### src/hw/rtl/arpc_pkg.sv
package arpc_pkg;

	localparam int ENTRIES       = 16;
	localparam int IDX_W         = (ENTRIES > 1) ? $clog2(ENTRIES) : 1;
	localparam int MIN_FRAME_LEN = 42;
	localparam int ADDR_W        = 4;

	localparam logic [15:0] PROTO_IPV4   = 16'h0800;
	localparam logic [15:0] OPER_REQUEST = 16'd1;

	localparam logic OP_LOOKUP = 1'b0;
	localparam logic OP_PACKET = 1'b1;

	localparam logic REG_OWN_IP  = 1'b0;
	localparam logic REG_OWN_MAC = 1'b1;

	typedef logic [IDX_W-1:0] idx_t;

	typedef struct packed {
		logic start;
		logic step;
		logic write;
		logic load;
	} arpc_cmd_t;

	typedef struct packed {
		logic drop;
		logic packet;
		logic scan_done;
		logic out_free;
	} arpc_sts_t;

endpackage

### src/hw/rtl/arpc_ctrl.sv
module arpc_ctrl (
	input  logic                clk,
	input  logic                arst_n,
	input  logic                in_valid,
	output logic                in_ready,
	input  arpc_pkg::arpc_sts_t sts,
	output arpc_pkg::arpc_cmd_t cmd
);
	import arpc_pkg::*;

	localparam logic [1:0] ST_IDLE  = 2'd0;
	localparam logic [1:0] ST_SCAN  = 2'd1;
	localparam logic [1:0] ST_WRITE = 2'd2;
	localparam logic [1:0] ST_FIN   = 2'd3;

	logic [1:0] state_q;
	logic [1:0] state_d;

	always_comb begin
		state_d  = state_q;
		cmd      = '0;
		in_ready = 1'b0;
		unique case (state_q)
			ST_IDLE: begin
				in_ready = 1'b1;
				if (in_valid) begin
					cmd.start = 1'b1;
					state_d   = sts.drop ? ST_FIN : ST_SCAN;
				end
			end
			ST_SCAN: begin
				cmd.step = 1'b1;
				if (sts.scan_done) begin
					state_d = sts.packet ? ST_WRITE : ST_FIN;
				end
			end
			ST_WRITE: begin
				cmd.write = 1'b1;
				state_d   = ST_FIN;
			end
			ST_FIN: begin
				if (sts.out_free) begin
					cmd.load = 1'b1;
					state_d  = ST_IDLE;
				end
			end
			default: state_d = ST_IDLE;
		endcase
	end

	always_ff @(posedge clk or negedge arst_n) begin
		if (!arst_n) begin
			state_q <= ST_IDLE;
		end else begin
			state_q <= state_d;
		end
	end

endmodule

### src/hw/rtl/arpc_dp.sv
module arpc_dp (
	input  logic                       clk,
	input  logic                       arst_n,
	input  arpc_pkg::arpc_cmd_t        cmd,
	output arpc_pkg::arpc_sts_t        sts,
	input  logic                       psel,
	input  logic                       penable,
	input  logic                       pwrite,
	input  logic [arpc_pkg::ADDR_W-1:0] paddr,
	input  logic [63:0]                pwdata,
	output logic [63:0]                prdata,
	input  logic                       opcode,
	input  logic [31:0]                query_ip,
	input  logic [15:0]                frame_len,
	input  logic [15:0]                proto_type,
	input  logic [15:0]                arp_oper,
	input  logic [31:0]                sender_ip,
	input  logic [47:0]                sender_mac,
	input  logic [31:0]                target_ip,
	output logic                       out_valid,
	input  logic                       out_ready,
	output logic                       found,
	output logic [47:0]                found_mac,
	output logic                       packet_ok,
	output logic                       reply_send,
	output logic [47:0]                reply_dest_mac,
	output logic [31:0]                reply_target_ip
);
	import arpc_pkg::*;

	logic [31:0] own_ip_q;
	logic [47:0] own_mac_q;

	logic [31:0] entry_ip_q  [ENTRIES];
	logic [47:0] entry_mac_q [ENTRIES];
	logic [ENTRIES-1:0] entry_valid_q;

	logic        opcode_q;
	logic        ok_q;
	logic [31:0] key_q;
	logic [47:0] smac_q;
	logic [31:0] tip_q;
	logic [15:0] oper_q;

	idx_t        idx_q;
	logic        hit_q;
	idx_t        hit_idx_q;
	logic [47:0] hit_mac_q;
	logic        free_q;
	idx_t        free_idx_q;

	logic        out_valid_q;
	logic        found_q;
	logic [47:0] found_mac_q;
	logic        packet_ok_q;
	logic        reply_send_q;
	logic [47:0] reply_dest_mac_q;
	logic [31:0] reply_target_ip_q;

	logic        pass_in;
	logic        match_now;
	logic        last_now;
	logic        reply_d;
	logic        cfg_wr;
	idx_t        wr_idx;

	assign pass_in   = (frame_len >= 16'(MIN_FRAME_LEN)) && (proto_type == PROTO_IPV4);
	assign match_now = entry_valid_q[idx_q] && (entry_ip_q[idx_q] == key_q);
	assign last_now  = (idx_q == IDX_W'(ENTRIES - 1));
	assign reply_d   = ok_q && (oper_q == OPER_REQUEST) && (tip_q == own_ip_q);
	assign cfg_wr    = psel && penable && pwrite;
	assign wr_idx    = hit_q ? hit_idx_q : (free_q ? free_idx_q : '0);

	assign sts.drop      = (opcode == OP_PACKET) && !pass_in;
	assign sts.packet    = (opcode_q == OP_PACKET);
	assign sts.scan_done = match_now || last_now;
	assign sts.out_free  = !out_valid_q || out_ready;

	// config registers
	always_ff @(posedge clk or negedge arst_n) begin
		if (!arst_n) begin
			own_ip_q  <= '0;
			own_mac_q <= '0;
		end else if (cfg_wr) begin
			unique case (paddr[3])
				REG_OWN_IP:  own_ip_q  <= pwdata[31:0];
				REG_OWN_MAC: own_mac_q <= pwdata[47:0];
				default:     own_ip_q  <= own_ip_q;
			endcase
		end
	end

	always_comb begin
		unique case (paddr[3])
			REG_OWN_IP:  prdata = {32'd0, own_ip_q};
			REG_OWN_MAC: prdata = {16'd0, own_mac_q};
			default:     prdata = '0;
		endcase
	end

	// control state of the scan, the table valid marks and the output valid flag
	always_ff @(posedge clk or negedge arst_n) begin
		if (!arst_n) begin
			entry_valid_q <= '0;
			hit_q         <= 1'b0;
			free_q        <= 1'b0;
			idx_q         <= '0;
			out_valid_q   <= 1'b0;
		end else begin
			if (cmd.start) begin
				hit_q  <= 1'b0;
				free_q <= 1'b0;
				idx_q  <= '0;
			end else if (cmd.step) begin
				if (match_now) begin
					hit_q <= 1'b1;
				end
				if (!entry_valid_q[idx_q] && !free_q) begin
					free_q <= 1'b1;
				end
				if (!last_now) begin
					idx_q <= idx_q + idx_t'(1);
				end
			end
			if (cmd.write) begin
				entry_valid_q[wr_idx] <= 1'b1;
			end
			if (cmd.load) begin
				out_valid_q <= 1'b1;
			end else if (out_ready) begin
				out_valid_q <= 1'b0;
			end
		end
	end

	always_ff @(posedge clk) begin
		if (cmd.start) begin
			opcode_q <= opcode;
			ok_q     <= (opcode == OP_PACKET) && pass_in;
			key_q    <= (opcode == OP_PACKET) ? sender_ip : query_ip;
			smac_q   <= sender_mac;
			tip_q    <= target_ip;
			oper_q   <= arp_oper;
		end
		if (cmd.step) begin
			if (match_now) begin
				hit_idx_q <= idx_q;
				hit_mac_q <= entry_mac_q[idx_q];
			end
			if (!entry_valid_q[idx_q] && !free_q) begin
				free_idx_q <= idx_q;
			end
		end
		if (cmd.write) begin
			entry_ip_q[wr_idx]  <= key_q;
			entry_mac_q[wr_idx] <= smac_q;
		end
		if (cmd.load) begin
			found_q           <= (opcode_q == OP_LOOKUP) && hit_q;
			found_mac_q       <= ((opcode_q == OP_LOOKUP) && hit_q) ? hit_mac_q : '0;
			packet_ok_q       <= ok_q;
			reply_send_q      <= reply_d;
			reply_dest_mac_q  <= reply_d ? smac_q : '0;
			reply_target_ip_q <= reply_d ? key_q : '0;
		end
	end

	assign out_valid       = out_valid_q;
	assign found           = found_q;
	assign found_mac       = found_mac_q;
	assign packet_ok       = packet_ok_q;
	assign reply_send      = reply_send_q;
	assign reply_dest_mac  = reply_dest_mac_q;
	assign reply_target_ip = reply_target_ip_q;

endmodule

### src/hw/rtl/arp_cache_with_reply.sv
// Address resolution cache, 16 entries, cleared at reset. A lookup request
// returns the MAC of the first valid entry holding the asked address; a
// received-packet request is checked for length and IPv4 protocol type, its
// sender is learned (update, else first free slot, else slot 0) and a reply
// is flagged when it asks for own_ip. One request at a time: a request goes
// through accept, the single table scan (stopping early on a match), table
// write for packets and result load; a dropped packet skips scan and write.
// The result sits in an output register, so the next request is taken while
// it waits. Registers: own_ip at 0x0, own_mac at 0x8.
module arp_cache_with_reply (
	input  logic                        clk,
	input  logic                        arst_n,
	input  logic                        psel,
	input  logic                        penable,
	input  logic                        pwrite,
	input  logic [arpc_pkg::ADDR_W-1:0] paddr,
	input  logic [63:0]                 pwdata,
	output logic [63:0]                 prdata,
	output logic                        pready,
	input  logic                        in_valid,
	output logic                        in_ready,
	input  logic                        opcode,
	input  logic [31:0]                 query_ip,
	input  logic [15:0]                 frame_len,
	input  logic [15:0]                 proto_type,
	input  logic [15:0]                 arp_oper,
	input  logic [31:0]                 sender_ip,
	input  logic [47:0]                 sender_mac,
	input  logic [31:0]                 target_ip,
	output logic                        out_valid,
	input  logic                        out_ready,
	output logic                        found,
	output logic [47:0]                 found_mac,
	output logic                        packet_ok,
	output logic                        reply_send,
	output logic [47:0]                 reply_dest_mac,
	output logic [31:0]                 reply_target_ip
);
	import arpc_pkg::*;

	arpc_cmd_t cmd;
	arpc_sts_t sts;

	assign pready = 1'b1;

	arpc_ctrl u_ctrl (
		.clk      (clk),
		.arst_n   (arst_n),
		.in_valid (in_valid),
		.in_ready (in_ready),
		.sts      (sts),
		.cmd      (cmd)
	);

	arpc_dp u_dp (
		.clk             (clk),
		.arst_n          (arst_n),
		.cmd             (cmd),
		.sts             (sts),
		.psel            (psel),
		.penable         (penable),
		.pwrite          (pwrite),
		.paddr           (paddr),
		.pwdata          (pwdata),
		.prdata          (prdata),
		.opcode          (opcode),
		.query_ip        (query_ip),
		.frame_len       (frame_len),
		.proto_type      (proto_type),
		.arp_oper        (arp_oper),
		.sender_ip       (sender_ip),
		.sender_mac      (sender_mac),
		.target_ip       (target_ip),
		.out_valid       (out_valid),
		.out_ready       (out_ready),
		.found           (found),
		.found_mac       (found_mac),
		.packet_ok       (packet_ok),
		.reply_send      (reply_send),
		.reply_dest_mac  (reply_dest_mac),
		.reply_target_ip (reply_target_ip)
	);

endmodule

### config.mk
export PLATFORM = sky130hd
export DESIGN_NAME = arp_cache_with_reply
export DESIGN_NICKNAME = d
export VERILOG_FILES = /design/src/hw/rtl/arpc_pkg.sv /design/src/hw/rtl/arpc_ctrl.sv /design/src/hw/rtl/arpc_dp.sv /design/src/hw/rtl/arp_cache_with_reply.sv
export SDC_FILE = /design/constraint.sdc
export NUM_CORES = 2
export LEC_CHECK = 0
export BUFFER_PORTS_ARGS = -buffer_cell sky130_fd_sc_hd__buf_2
export CAP_MARGIN = 20
export CORE_UTILIZATION = 55
export DETAILED_ROUTE_END_ITERATION = 10
export GPL_TIMING_DRIVEN = 0
export PLACE_DENSITY = 0.74
export SLEW_MARGIN = 20
export SYNTH_ARGS = -nofsm -noshare
export SYNTH_HDL_FRONTEND = slang
export SYNTH_SLANG_ARGS = --single-unit
export TNS_END_PERCENT = 5
### constraint.sdc
create_clock -name clk -period 14.02 [get_ports clk]
set_clock_uncertainty 0.2 [all_clocks]
set_input_delay 0.701 -clock clk [delete_from_list [all_inputs] [get_ports clk]]
set_output_delay 0.701 -clock clk [all_outputs]
set_load 0.005 [all_outputs]
==> results.txt <==
Outcome -> finished clean
Initial Utilization -> 55.8%
Quantity of gates resized following cts -> 0
#FFs+latches synth -> 1,702
Asr flop ratio synth -> 6.17%
Max-Cap Viols -> 0
Setup violators final -> 0
Die Ht -> 346 µm
Mapped Area -> 65,200 µm²
EDFF count, synth -> 1,597
Critical path type -> reg2reg
Critical R2R Launch -> u_dp.idx_q[2]
Max Root-Sink Buffers -> 3
Clock Latency Late Sink -> 0.78 ns
DR vias -> 34.4k
I/O pins -> 466
Yosys top cell by area -> edfxtp_1
Hold Vio Cnt, Final -> 0
CTS Buf Count -> 167
Fill cells -> 7,153
Die W -> 346 µm
Worst vdd ir -> 149 µV
Total power -> 14.9 mW
Dpl cells -> 5,030
R2R Setup Slk -> 7.74 ns
TritonRoute pass-1 iters -> 6
Pins Over Slew Limit -> 0
Final net count -> 4,148
Final Instance Area -> 79,300 µm²
RSZ-0062 raised after global routing -> false
Critical Path Source Type -> flip-flop
PD cells -> 188 nW/µm²
Hold_sp -> sender_ip[7]
Yosys cell types -> 70
Drt via density -> 6.20
Capturing point of the worst reg2reg path -> u_dp.hit_mac_q[19]
Static Leak -> 27.0 nW
Top achievable clock speed -> 0.159 GHz
Hold EP -> u_dp.key_q[7]
Mapped Cells -> 2,970
Cells on Worst Hold Path -> 2
Placer Congestion -> 0.828
Most instantiated library cell after synthesis -> edfxtp_1
Final HPWL DP -> 104,000 µm
Synth Warn # -> 0
CP Max Fanout -> 21
Min-delay worst type -> in2reg
Area grow syn2layout -> 21.5%
Share of cells above drive strength 1 -> 34.4%
Rel. slew slack -> 24.5%
Commonest register cell after synthesis -> edfxtp_1
Vias in the first global route -> 35.7k
TritonCTS clock tree -> built
Initial antenna violation count -> 6
Final Cycle Share -> 44.8%
Worst-path clk slew -> 0.06 ns
Layout Cells excl Fill -> 5,542
Final WL -> 168,000 µm
Seq/Total Area, Yosys -> 77.5%
Drt initial violations -> 4,121
Residual DRC -> 0
Core Area -> 117,000 µm²
Max H-tree Level -> 4
WP data arrival -> 6.55 ns
R2r worst-path depth -> 11
DIE AREA -> 120,000 µm²
Yosys top cell area share -> 73.5%
First-pass GRT wire length -> 242,000 µm
Syn avg cell area -> 22.0 µm²
Synth top cells by count -> edfxtp_1, mux4_2, mux2_2
Post-Place Setup Slack -> 7.96 ns
Fin Setup TNS -> 0 ns
Crit path capture type -> flip-flop
Root Driver -> clkbuf_16
Largest net degree at the start of global routing -> 67
Worst Setup Slack, final -> 7.74 ns
Clock Sink Count -> 1,702
Final ANT Viol Nets -> 0
Number of placement rows -> 125
Worst Path Required -> 14.29 ns
Worst-Margin Slew -> 1.13 ns
Routed wire length per instance -> 30.4 µm
Top post-synthesis cells by area -> edfxtp_1, mux4_2, dfrtp_1
Total grt overflow -> 0
Cell Area, Placed -> 71,700 µm²
Period minus WS final -> 6.28 ns
GRT Total Usage -> 28.2%
Util after Layout -> 67.8%
Port Buf Inserts -> 428
Hold slack -> 0.0431 ns
## timing repair
action / 4_1_cts / 5_1_grt
hold buffers: 200 / 0
setup buffers: 0 / 0
endpoints found under the hold margin: 244 / 0
## final cells by class
type | count | area (µm²) | share of cell area (%)
flip-flops and latches | 1702 | 50600 | 63.8
multi-input cells | 1116 | 14000 | 17.6
repair buffers | 721 | 6340 | 7.99
clock buffers | 208 | 4510 | 5.69
well taps | 1524 | 1910 | 2.41
clock inverters | 103 | 1070 | 1.35
plain buffers | 153 | 848 | 1.07
inverters | 14 | 52.6 | 0.0663
diodes | 1 | 2.50 | 0.00316
## how the worst max path moves through the flow
stage	slack (ns)	endpoint	startpoint	cells past startpoint
2_1_floorplan	8.73	u_dp.key_q[0]	u_ctrl.state_q[0]	4
3_3_place_gp	4.05	u_dp.hit_mac_q[16]	u_dp.idx_q[2]	9
3_5_place_dp	7.96	u_dp.hit_mac_q[16]	u_dp.idx_q[2]	11
4_1_cts	7.89	u_dp.hit_mac_q[19]	u_dp.idx_q[2]	11
5_1_grt	7.82	u_dp.hit_mac_q[17]	u_dp.idx_q[2]	12
6_report	7.74	u_dp.hit_mac_q[19]	u_dp.idx_q[2]	11
## placed cells by master, fill, tap and decap left out, types with 10 or more instances in the layout
| master | synthesis | layout |
|---|---|---|
| nor4_1 | 19 | 19 |
| dlygate4sd3_1 | 0 | 200 |
| xor2_1 | 42 | 42 |
| bufinv_16 | 0 | 20 |
| or2_2 | 17 | 17 |
| clkinv_1 | 0 | 30 |
| nand2_1 | 35 | 35 |
| mux4_1 | 16 | 16 |
| nor2_4 | 0 | 17 |
| clkinv_2 | 0 | 32 |
| dfrtp_1 | 105 | 105 |
| a221oi_1 | 17 | 17 |
| mux4_2 | 324 | 324 |
| conb_1 | 2 | 17 |
| buf_6 | 9 | 11 |
| edfxtp_1 | 1597 | 1597 |
| buf_4 | 22 | 23 |
| inv_6 | 0 | 10 |
| mux2i_1 | 87 | 87 |
| nand3_1 | 15 | 15 |
| a22oi_1 | 16 | 16 |
| nand4_1 | 13 | 13 |
| buf_2 | 39 | 466 |
| buf_12 | 4 | 49 |
| mux2_2 | 153 | 153 |
| clkbuf_16 | 0 | 173 |
| o21ai_0 | 14 | 13 |
| buf_16 | 0 | 46 |
| clkbuf_1 | 68 | 95 |
| inv_1 | 13 | 13 |
| xnor2_1 | 22 | 22 |
| nor2_1 | 39 | 22 |
| and2_1 | 146 | 145 |
| a21oi_1 | 16 | 16 |
## kinds of logic after synthesis
| family | synth area share [%] |
|---|---|
| flip-flops | 77.5 |
| multiplexers | 15.8 |
| AND/OR/NAND/NOR | 2.90 |
| buffers and inverters | 1.37 |
| AO/OA/AOI/OAI | 1.43 |
| XOR/XNOR | 0.859 |
| adder cells (fa/ha/maj) | 0.0959 |
| other | 0.0115 |
## state kept, by name (all words and copies together), names as in the netlist, 2 cells and up
register              count
u_dp.own_mac_q           48
u_dp.idx_q                4
u_dp.smac_q              48
u_dp.found_mac           48
u_dp.hit_mac_q           48
u_dp.tip_q               32
u_dp.reply_target_ip     32
u_dp.entry_ip_q         512
u_dp.hit_idx_q            4
u_dp.reply_dest_mac      48
u_dp.entry_mac_q        768
u_dp.oper_q              16
u_dp.own_ip_q            32
u_ctrl.state_q            2
u_dp.key_q               32
u_dp.entry_valid_q       16
u_dp.free_idx_q           4
## where the power goes
group	switching, mW	internal, mW	leakage (nW)
Combinational	2.02	1.70	8.55
Sequential	0.333	6.26	15.7
Clock	1.92	2.66	2.73
## worst max-delay path, cell delays in order, from the launching register on
cell and delay [ns]:
dfrtp_1 0.42, buf_2 0.28, buf_1 0.67, clkbuf_1 0.90, clkbuf_1 0.84, a21oi_1 0.20
xnor2_1 0.22, nor4_1 0.63, nand4_1 0.45, nor2_4 0.64, buf_16 0.25, buf_12 0.20
## layer usage
metal | track usage (%) | vias to the layer above | wire, µm
li1 | - | 14051 | -
met1 | 36.8 | 17926 | 63100
met2 | 47.3 | 2038 | 84600
met3 | 5.37 | 363 | 14700
met4 | 10.6 | 0 | 5820
met5 | 0 | - | 0
Power figures use the tool's default switching activity.
